`config.mk`:
```
export PLATFORM = sky130hd
export DESIGN_NAME = receive_bitmap_nack_scanner_top
export DESIGN_NICKNAME = d
export VERILOG_FILES = /design/src/rtl/rbn_pkg.sv /design/src/rtl/rbn_bitmap_mem.sv /design/src/rtl/rbn_apb_regs.sv /design/src/rtl/rbn_ctrl.sv /design/src/rtl/receive_bitmap_nack_scanner_top.sv
export SDC_FILE = /design/constraint.sdc
export NUM_CORES = 2
export LEC_CHECK = 0
export BUFFER_PORTS_ARGS = -buffer_cell sky130_fd_sc_hd__buf_2
export CORE_ASPECT_RATIO = 0.9
export CORE_MARGIN = 2
export CORE_UTILIZATION = 45
export DETAILED_ROUTE_END_ITERATION = 6
export HOLD_SLACK_MARGIN = 0.1
export PLACE_DENSITY_LB_ADDON = 0.05
export SYNTH_ARGS = -nofsm -noshare
export SYNTH_HDL_FRONTEND = slang
export SYNTH_SLANG_ARGS = --single-unit
```
`constraint.sdc`:
```
create_clock -name clk -period 29.8 [get_ports clk]
set_clock_uncertainty 0.1 [all_clocks]
set_input_delay 1.49 -clock clk [delete_from_list [all_inputs] [get_ports clk]]
set_output_delay 1.49 -clock clk [all_outputs]
set_load 0.01 [all_outputs]
```
`src/rtl/rbn_pkg.sv`:
```
// Shared constants and types for the receive bitmap NACK scanner.
package rbn_pkg;

  // Fixed field widths.
  localparam int IDX_W = 10;
  localparam int SEQ_W = 32;
  localparam int CNT_W = 11;

  // Arrival counter saturates here.
  localparam logic [CNT_W-1:0] CNT_MAX = {CNT_W{1'b1}};

  // Default bitmap depth.
  localparam int DEF_MAX_PACKETS = 1024;

  // Command codes.
  localparam logic CMD_MARK = 1'b0;
  localparam logic CMD_SCAN = 1'b1;

  // Configuration port geometry and register map.
  localparam int PADDR_W = 3;
  localparam int PDATA_W = 32;
  localparam logic REG_LAST_SEQ = 1'b0;

  // Control strobes from the sequencer to the bitmap memory.
  typedef struct packed {
    logic we;
    logic wdata;
    logic re;
  } rbn_mem_ctl_t;

endpackage

```
`src/rtl/rbn_bitmap_mem.sv`:
```
// One-bit-wide bitmap memory with one write port and one registered read port.
module rbn_bitmap_mem #(
  parameter int MAX_PACKETS = rbn_pkg::DEF_MAX_PACKETS
) (
  input  logic                           clk,
  input  rbn_pkg::rbn_mem_ctl_t          mem_ctl,
  input  logic [$clog2(MAX_PACKETS)-1:0] waddr,
  input  logic [$clog2(MAX_PACKETS)-1:0] raddr,
  output logic                           rdata
);
  import rbn_pkg::*;

  logic mem [MAX_PACKETS];

  // Write port.
  always_ff @(posedge clk) begin
    if (mem_ctl.we) begin
      mem[waddr] <= mem_ctl.wdata;
    end
  end

  // Registered read port, updated only when re is high.
  always_ff @(posedge clk) begin
    if (mem_ctl.re) begin
      rdata <= mem[raddr];
    end
  end

endmodule

```
`src/rtl/rbn_apb_regs.sv`:
```
// APB configuration register holding the last sequence number.
module rbn_apb_regs (
  input  logic                        clk,
  input  logic                        rst,
  input  logic                        psel,
  input  logic                        penable,
  input  logic                        pwrite,
  input  logic [rbn_pkg::PADDR_W-1:0] paddr,
  input  logic [rbn_pkg::PDATA_W-1:0] pwdata,
  output logic [rbn_pkg::PDATA_W-1:0] prdata,
  output logic                        pready,
  output logic [rbn_pkg::IDX_W-1:0]   last_sequence
);
  import rbn_pkg::*;

  logic wr_en;
  logic reg_sel;

  // The word index is the address bit above the byte offset.
  assign reg_sel = (paddr[PADDR_W-1] == REG_LAST_SEQ);
  assign wr_en   = psel && penable && pwrite && pready;
  assign pready  = 1'b1;

  // Register write; writes to unmapped words are dropped.
  always_ff @(posedge clk) begin
    if (rst) begin
      last_sequence <= '0;
    end else if (wr_en && reg_sel) begin
      last_sequence <= pwdata[IDX_W-1:0];
    end
  end

  // Read data mux.
  always_comb begin
    prdata = '0;
    if (reg_sel) begin
      prdata = PDATA_W'(last_sequence);
    end
  end

endmodule

```
`src/rtl/rbn_ctrl.sv`:
```
// Sequencer for the bitmap: clearing sweep, mark read-modify-write and scan walk.
module rbn_ctrl #(
  parameter int MAX_PACKETS = rbn_pkg::DEF_MAX_PACKETS
) (
  input  logic                           clk,
  input  logic                           rst,
  input  logic                           in_valid,
  output logic                           in_ready,
  input  logic                           command,
  input  logic [rbn_pkg::SEQ_W-1:0]      sequence_number,
  output logic                           out_valid,
  input  logic                           out_ready,
  output logic                           newly_received,
  output logic                           missing_found,
  output logic [rbn_pkg::IDX_W-1:0]      missing_index,
  output logic                           all_received,
  input  logic [rbn_pkg::IDX_W-1:0]      last_sequence,
  output rbn_pkg::rbn_mem_ctl_t          mem_ctl,
  output logic [$clog2(MAX_PACKETS)-1:0] mem_waddr,
  output logic [$clog2(MAX_PACKETS)-1:0] mem_raddr,
  input  logic                           mem_rdata
);
  import rbn_pkg::*;

  localparam int AW  = $clog2(MAX_PACKETS);
  localparam int LIM = (MAX_PACKETS - 1 < (1 << IDX_W) - 1) ?
                       MAX_PACKETS - 1 : (1 << IDX_W) - 1;
  localparam logic [IDX_W-1:0] LIM_IDX  = IDX_W'(LIM);
  localparam logic [AW-1:0]    CLR_LAST = AW'(MAX_PACKETS - 1);

  localparam logic [2:0] S_CLEAR = 3'd0;
  localparam logic [2:0] S_IDLE  = 3'd1;
  localparam logic [2:0] S_MARK  = 3'd2;
  localparam logic [2:0] S_SCAN  = 3'd3;
  localparam logic [2:0] S_DONE  = 3'd4;

  // Widen or narrow a sequence index to a memory address.
  function automatic logic [AW-1:0] to_addr(input logic [IDX_W-1:0] i);
    logic [AW+IDX_W-1:0] w;
    w = {{AW{1'b0}}, i};
    return w[AW-1:0];
  endfunction

  logic [2:0]       state, state_next;
  logic [AW-1:0]    clr_addr, clr_addr_next;
  logic [AW-1:0]    seq_addr, seq_addr_next;
  logic [IDX_W-1:0] cur, cur_next;
  logic [IDX_W-1:0] ptr, ptr_next;
  logic [CNT_W-1:0] count, count_next;
  logic             res_newly, res_newly_next;
  logic             res_found, res_found_next;
  logic [IDX_W-1:0] res_idx, res_idx_next;
  logic             out_valid_next;
  logic             newly_next, found_next, all_next;
  logic [IDX_W-1:0] index_next;
  logic [IDX_W-1:0] eff_last;
  logic             in_range;

  // Last sequence clipped to the bitmap depth.
  assign eff_last = (last_sequence < LIM_IDX) ? last_sequence : LIM_IDX;
  assign in_range = (sequence_number <= SEQ_W'(eff_last));
  assign in_ready = (state == S_IDLE);

  // Next-state and datapath logic.
  always_comb begin
    state_next     = state;
    clr_addr_next  = clr_addr;
    seq_addr_next  = seq_addr;
    cur_next       = cur;
    ptr_next       = ptr;
    count_next     = count;
    res_newly_next = res_newly;
    res_found_next = res_found;
    res_idx_next   = res_idx;
    out_valid_next = out_valid && !out_ready;
    newly_next     = newly_received;
    found_next     = missing_found;
    index_next     = missing_index;
    all_next       = all_received;
    mem_ctl        = '0;
    mem_waddr      = seq_addr;
    mem_raddr      = to_addr(ptr);

    case (state)
      S_CLEAR: begin
        // Sweep the bitmap to zero, one entry a cycle.
        mem_ctl.we    = 1'b1;
        mem_ctl.wdata = 1'b0;
        mem_waddr     = clr_addr;
        clr_addr_next = clr_addr + AW'(1);
        if (clr_addr == CLR_LAST) begin
          state_next = S_IDLE;
        end
      end
      S_IDLE: begin
        if (in_valid) begin
          res_newly_next = 1'b0;
          res_found_next = 1'b0;
          res_idx_next   = '0;
          if (command == CMD_MARK) begin
            if (in_range) begin
              // Fetch the current bit for the read-modify-write.
              mem_raddr     = to_addr(sequence_number[IDX_W-1:0]);
              mem_ctl.re    = 1'b1;
              seq_addr_next = to_addr(sequence_number[IDX_W-1:0]);
              state_next    = S_MARK;
            end else begin
              state_next = S_DONE;
            end
          end else begin
            if (ptr > eff_last) begin
              ptr_next   = '0;
              state_next = S_DONE;
            end else begin
              mem_raddr  = to_addr(ptr);
              mem_ctl.re = 1'b1;
              cur_next   = ptr;
              state_next = S_SCAN;
            end
          end
        end
      end
      S_MARK: begin
        // Set a clear bit and count the new arrival.
        if (!mem_rdata) begin
          mem_ctl.we     = 1'b1;
          mem_ctl.wdata  = 1'b1;
          mem_waddr      = seq_addr;
          res_newly_next = 1'b1;
          if (count != CNT_MAX) begin
            count_next = count + CNT_W'(1);
          end
        end
        state_next = S_DONE;
      end
      S_SCAN: begin
        // Check one entry a cycle until a clear bit or the last entry.
        if (!mem_rdata) begin
          res_found_next = 1'b1;
          res_idx_next   = cur;
          ptr_next       = (cur == eff_last) ? '0 : cur + IDX_W'(1);
          state_next     = S_DONE;
        end else if (cur == eff_last) begin
          ptr_next   = '0;
          state_next = S_DONE;
        end else begin
          mem_raddr  = to_addr(cur + IDX_W'(1));
          mem_ctl.re = 1'b1;
          cur_next   = cur + IDX_W'(1);
        end
      end
      S_DONE: begin
        // Hand the result to the output register once it is free.
        if (!out_valid || out_ready) begin
          out_valid_next = 1'b1;
          newly_next     = res_newly;
          found_next     = res_found;
          index_next     = res_idx;
          all_next       = (count == CNT_W'(eff_last) + CNT_W'(1));
          state_next     = S_IDLE;
        end
      end
      default: begin
        state_next = S_IDLE;
      end
    endcase
  end

  // Control state.
  always_ff @(posedge clk) begin
    if (rst) begin
      state     <= S_CLEAR;
      clr_addr  <= '0;
      ptr       <= '0;
      count     <= '0;
      out_valid <= 1'b0;
    end else begin
      state     <= state_next;
      clr_addr  <= clr_addr_next;
      ptr       <= ptr_next;
      count     <= count_next;
      out_valid <= out_valid_next;
    end
  end

  // Payload registers.
  always_ff @(posedge clk) begin
    seq_addr       <= seq_addr_next;
    cur            <= cur_next;
    res_newly      <= res_newly_next;
    res_found      <= res_found_next;
    res_idx        <= res_idx_next;
    newly_received <= newly_next;
    missing_found  <= found_next;
    missing_index  <= index_next;
    all_received   <= all_next;
  end

endmodule

```
`src/rtl/receive_bitmap_nack_scanner_top.sv`:
```
// Receive bitmap NACK scanner: marks arrivals, scans for missing sequence numbers.
// An in-range mark reads its bit and sets it if clear before its result word is made;
// an out-of-range mark goes straight to its result; a scan reads one bitmap entry at a
// time, set by the one-bit read port, up to last_sequence. A held output word stalls it.
// One word is in work at a time; the next is taken once the result is registered.
// Reset is synchronous; afterwards a clearing pass over all MAX_PACKETS entries zeroes the
// bitmap, with in_ready low and configuration writes still taken.
module receive_bitmap_nack_scanner_top #(
  parameter int MAX_PACKETS = rbn_pkg::DEF_MAX_PACKETS
) (
  input  logic                        clk,
  input  logic                        rst,
  input  logic                        in_valid,
  output logic                        in_ready,
  input  logic                        command,
  input  logic [rbn_pkg::SEQ_W-1:0]   sequence_number,
  output logic                        out_valid,
  input  logic                        out_ready,
  output logic                        newly_received,
  output logic                        missing_found,
  output logic [rbn_pkg::IDX_W-1:0]   missing_index,
  output logic                        all_received,
  input  logic                        psel,
  input  logic                        penable,
  input  logic                        pwrite,
  input  logic [rbn_pkg::PADDR_W-1:0] paddr,
  input  logic [rbn_pkg::PDATA_W-1:0] pwdata,
  output logic [rbn_pkg::PDATA_W-1:0] prdata,
  output logic                        pready
);
  import rbn_pkg::*;

  localparam int AW = $clog2(MAX_PACKETS);

  logic [IDX_W-1:0] last_sequence;
  rbn_mem_ctl_t     mem_ctl;
  logic [AW-1:0]    mem_waddr;
  logic [AW-1:0]    mem_raddr;
  logic             mem_rdata;

  // Configuration register.
  rbn_apb_regs u_regs (
    .clk           (clk),
    .rst           (rst),
    .psel          (psel),
    .penable       (penable),
    .pwrite        (pwrite),
    .paddr         (paddr),
    .pwdata        (pwdata),
    .prdata        (prdata),
    .pready        (pready),
    .last_sequence (last_sequence)
  );

  // Sequencer.
  rbn_ctrl #(
    .MAX_PACKETS (MAX_PACKETS)
  ) u_ctrl (
    .clk             (clk),
    .rst             (rst),
    .in_valid        (in_valid),
    .in_ready        (in_ready),
    .command         (command),
    .sequence_number (sequence_number),
    .out_valid       (out_valid),
    .out_ready       (out_ready),
    .newly_received  (newly_received),
    .missing_found   (missing_found),
    .missing_index   (missing_index),
    .all_received    (all_received),
    .last_sequence   (last_sequence),
    .mem_ctl         (mem_ctl),
    .mem_waddr       (mem_waddr),
    .mem_raddr       (mem_raddr),
    .mem_rdata       (mem_rdata)
  );

  // Received bitmap.
  rbn_bitmap_mem #(
    .MAX_PACKETS (MAX_PACKETS)
  ) u_mem (
    .clk     (clk),
    .mem_ctl (mem_ctl),
    .waddr   (mem_waddr),
    .raddr   (mem_raddr),
    .rdata   (mem_rdata)
  );

endmodule

```
==> run_results.csv <==
group,metric,value,unit
floorplan,num_io_pins,123,
layout,design_area,55800,µm²
critical_path,worst_ep_arrival_time,8.95,ns
placement,gp_congestion,0.862,
floorplan,num_rows,116,
clock_tree,numCtsBuffers,119,
detailed_routing,routedWlPerCell,27.4,µm
timing,maxSlewHeadroom,15.2,%
synth,yosysWarnings,0,
clock_tree,clock_sinks,1115,
synth,synth_seq_area_share,65.2,%
critical_path,crit_required,30.18,ns
synth,synth_area_leaders,"edfxtp_1, nor2_1, nand2_1, mux2i_1, nand3_1",
hold_path,min_from,"u_ctrl.res_idx[8]$_SDFFCE_PN0P_",
detailed_routing,via_per_inst,5.96,
critical_path,critPathLaunchType,"input pin",
synth,synth_common_cells,"nor2_1, edfxtp_1, nand2_1, clkbuf_1, nand3_1",
critical_path,crit_path_end_kind,"flop",
detailed_routing,vias,36500,
global_route,busiest_layer,"met2",
floorplan,dieArea,115000,µm²
timing,fin_tns_setup,0,ns
detailed_routing,routed_wl,168000,µm
clock_tree,cts_resized,0,
timing,rsz0062_at_grt,"false",
layout,final_cell_count_no_fill,6126,
global_route,grt_pass1_wl,241000,µm
placement,portBuffers,75,
floorplan,start_util,45.5,%
hold_path,min_path_type,"reg2reg",
placement,placed_cells,5904,
synth,yosysMostFrequentCell,"nor2_1",
synth,avgSynthCellArea,10.9,µm²
global_route,grt_overflow,0,
outcome,run_status,"complete, no violations",
floorplan,die_w,358,µm
placement,hpwlAfterDp,90600,µm
clock_tree,postCtsSetupBuffers,0,
clock_tree,cts_tree,"yes",
timing,hold_slack,0.317,ns
synth,synth-edff-count,1070,
clock_tree,root_buffer,"clkbuf_16",
power,pwr_density_cell,56.8,nW/µm²
run,maxCapViolations,0,
detailed_routing,dr.pass1.iters,5,
critical_path,critPathKind,"in2reg",
timing,finalCriticalPeriod,8.57,ns
power,max-vdd-ir-drop,0.0554,mV
clock_tree,h-tree-depth,3,
floorplan,coreArea,111000,µm²
clock_tree,cts_buffer_depth,3,
global_route,grt_use_total,29.0,%
global_route,antenna_found_initial,3,
detailed_routing,drtIter0Drc,4384,
synth,synthCells,4642,
timing,worstMarginPinSlew,1.27,ns
timing,fin_ws,21.23,ns
synth,yosys.area.top_type_share,63.5,%
floorplan,die_h,322,µm
detailed_routing,ant_nets,0,
placement,place_area,52200,µm²
critical_path,rr_startpoint,"u_regs.last_sequence[0]$_SDFFE_PP0P_",
clock_tree,cts.clk_slew.worst_paths,0.06,ns
global_route,grt_pass1_vias,33900,
timing,setup_violations,0,
global_route,grt_max_degree,288,
global_route,use_met1,43.3,%
global_route,use_met2,44.1,%
layout,num-nets-final,4649,
synth,syn_area,50600,µm²
layout,fillers,10300,
synth,synth_ff_type,"edfxtp_1",
synth,synth-async-reset-ratio,0,%
placement,dp_slack,20.59,ns
synth,yosysTopAreaCell,"edfxtp_1",
synth,ys_seq_elements,1115,
detailed_routing,drc_errors,0,
timing,timing.fmax,117,MHz
layout,drive_above_1_share,8.99,%
timing,finalHoldViolCount,0,
global_route,use_met3,4.89,%
clock_tree,clkLatencyLatePin,0.75,ns
clock_tree,ctsHoldBuffers,0,
critical_path,crit_start,"sequence_number[8]",
critical_path,crit_fanout,64,
synth,synth_cell_types,81,
layout,area_delta_synth_final,10.3,%
power,leakage,18.7,nW
timing,drv_slew,0,
timing,fin_crit_sh,28.8,%
layout,finish.utilization,50.2,%
power,power,3.17,mW
-- metal layers --
layer	part of all wire (%)	routed length [µm]
met1	45	75400
met2	45	75100
met3	7.9	13200
met4	2.5	4260
met5	0	0
-- cell usage in the layout, fill, tap and decap left out, types with 19 or more instances in the layout --
cell type,count
o22ai_1,57
mux2i_1,158
dfxtp_1,45
and3_1,26
nor4_1,25
nor3_1,24
conb_1,23
buf_2,75
nand3_1,193
nor2_1,1118
clkbuf_1,32
nand4_1,52
clkinv_1,29
nand2_2,23
and2_1,19
clkinv_2,22
edfxtp_1,1070
inv_1,35
clkbuf_16,120
ha_1,24
a21oi_1,137
a31oi_1,72
a32oi_1,39
nand2_1,754
a22oi_1,29
o21ai_0,52
buf_4,94
a211oi_1,28
xor2_1,27
-- cell type report --
type | instances | area [µm²] | area share [%]
inverter | 37 | 146 | 0.262
timing repair buffer | 172 | 1140 | 2.04
clock inverter | 65 | 518 | 0.928
clock buffer | 155 | 3160 | 5.67
antenna | 2 | 5.00 | 0.00896
sequential | 1115 | 33000 | 59.1
multi-input combinational | 3105 | 16000 | 28.6
tap | 1475 | 1850 | 3.30
-- critical path, cell delays in order --
cell     delay (ns)
buf_2          0.16
ha_1           0.29
or4bb_1        0.49
nor4_1         0.55
nand3_1        0.24
o31a_1         0.27
o31ai_4        0.50
a21o_4         0.45
buf_4          0.67
buf_4          0.77
buf_4          0.78
nand2_1        0.11
a21oi_1        0.18
nor4_1         0.13
a21oi_1        0.29
o31ai_1        0.18
nor4_1         0.74
a31oi_1        0.16
nand3_1        0.36
-- worst paths after layout --
kind | cells past startpoint | slack [ns] | end
max | 19 | 21.23 | u_mem.rdata$_DFFE_PP_
min | 0 | 0.32 | u_ctrl.missing_index[8]$_DFFE_PP_
max reg2reg | 22 | 21.25 | u_mem.rdata$_DFFE_PP_
min reg2reg | 0 | 0.32 | u_ctrl.missing_index[8]$_DFFE_PP_
-- kinds of logic (layout without fill, tap and decap cells) --
family | Yosys count | after routing | share of synthesized area (%)
mux | 172 | 172 | 3.75
other cells | 2 | 25 | 0.0148
xor+xnor | 40 | 40 | 0.692
fa+ha+maj | 24 | 24 | 0.593
flops | 1115 | 1115 | 65.2
buf+inv | 443 | 429 | 3.85
compound gates | 532 | 532 | 7.12
simple gates | 2314 | 2314 | 18.8
-- report_power, final --
group	internal (mW)	switching, mW	leakage [nW]
logic	0.00834	0.0322	6.65
clock network	0.811	0.627	1.81
registers	1.69	0.00160	10.3
-- registers in the layout, summed over array words and instances (netlist names), 3 cells and up --
name / flops
u_ctrl.clr_addr: 10
u_ctrl.ptr: 10
u_ctrl.missing_index: 10
u_regs.last_sequence: 10
u_ctrl.cur: 10
u_ctrl.res_idx: 10
u_ctrl.seq_addr: 10
u_ctrl.count: 11
u_mem.mem: 1024
u_ctrl.state: 3
No activity file was read; power rests on OpenSTA's default activity.
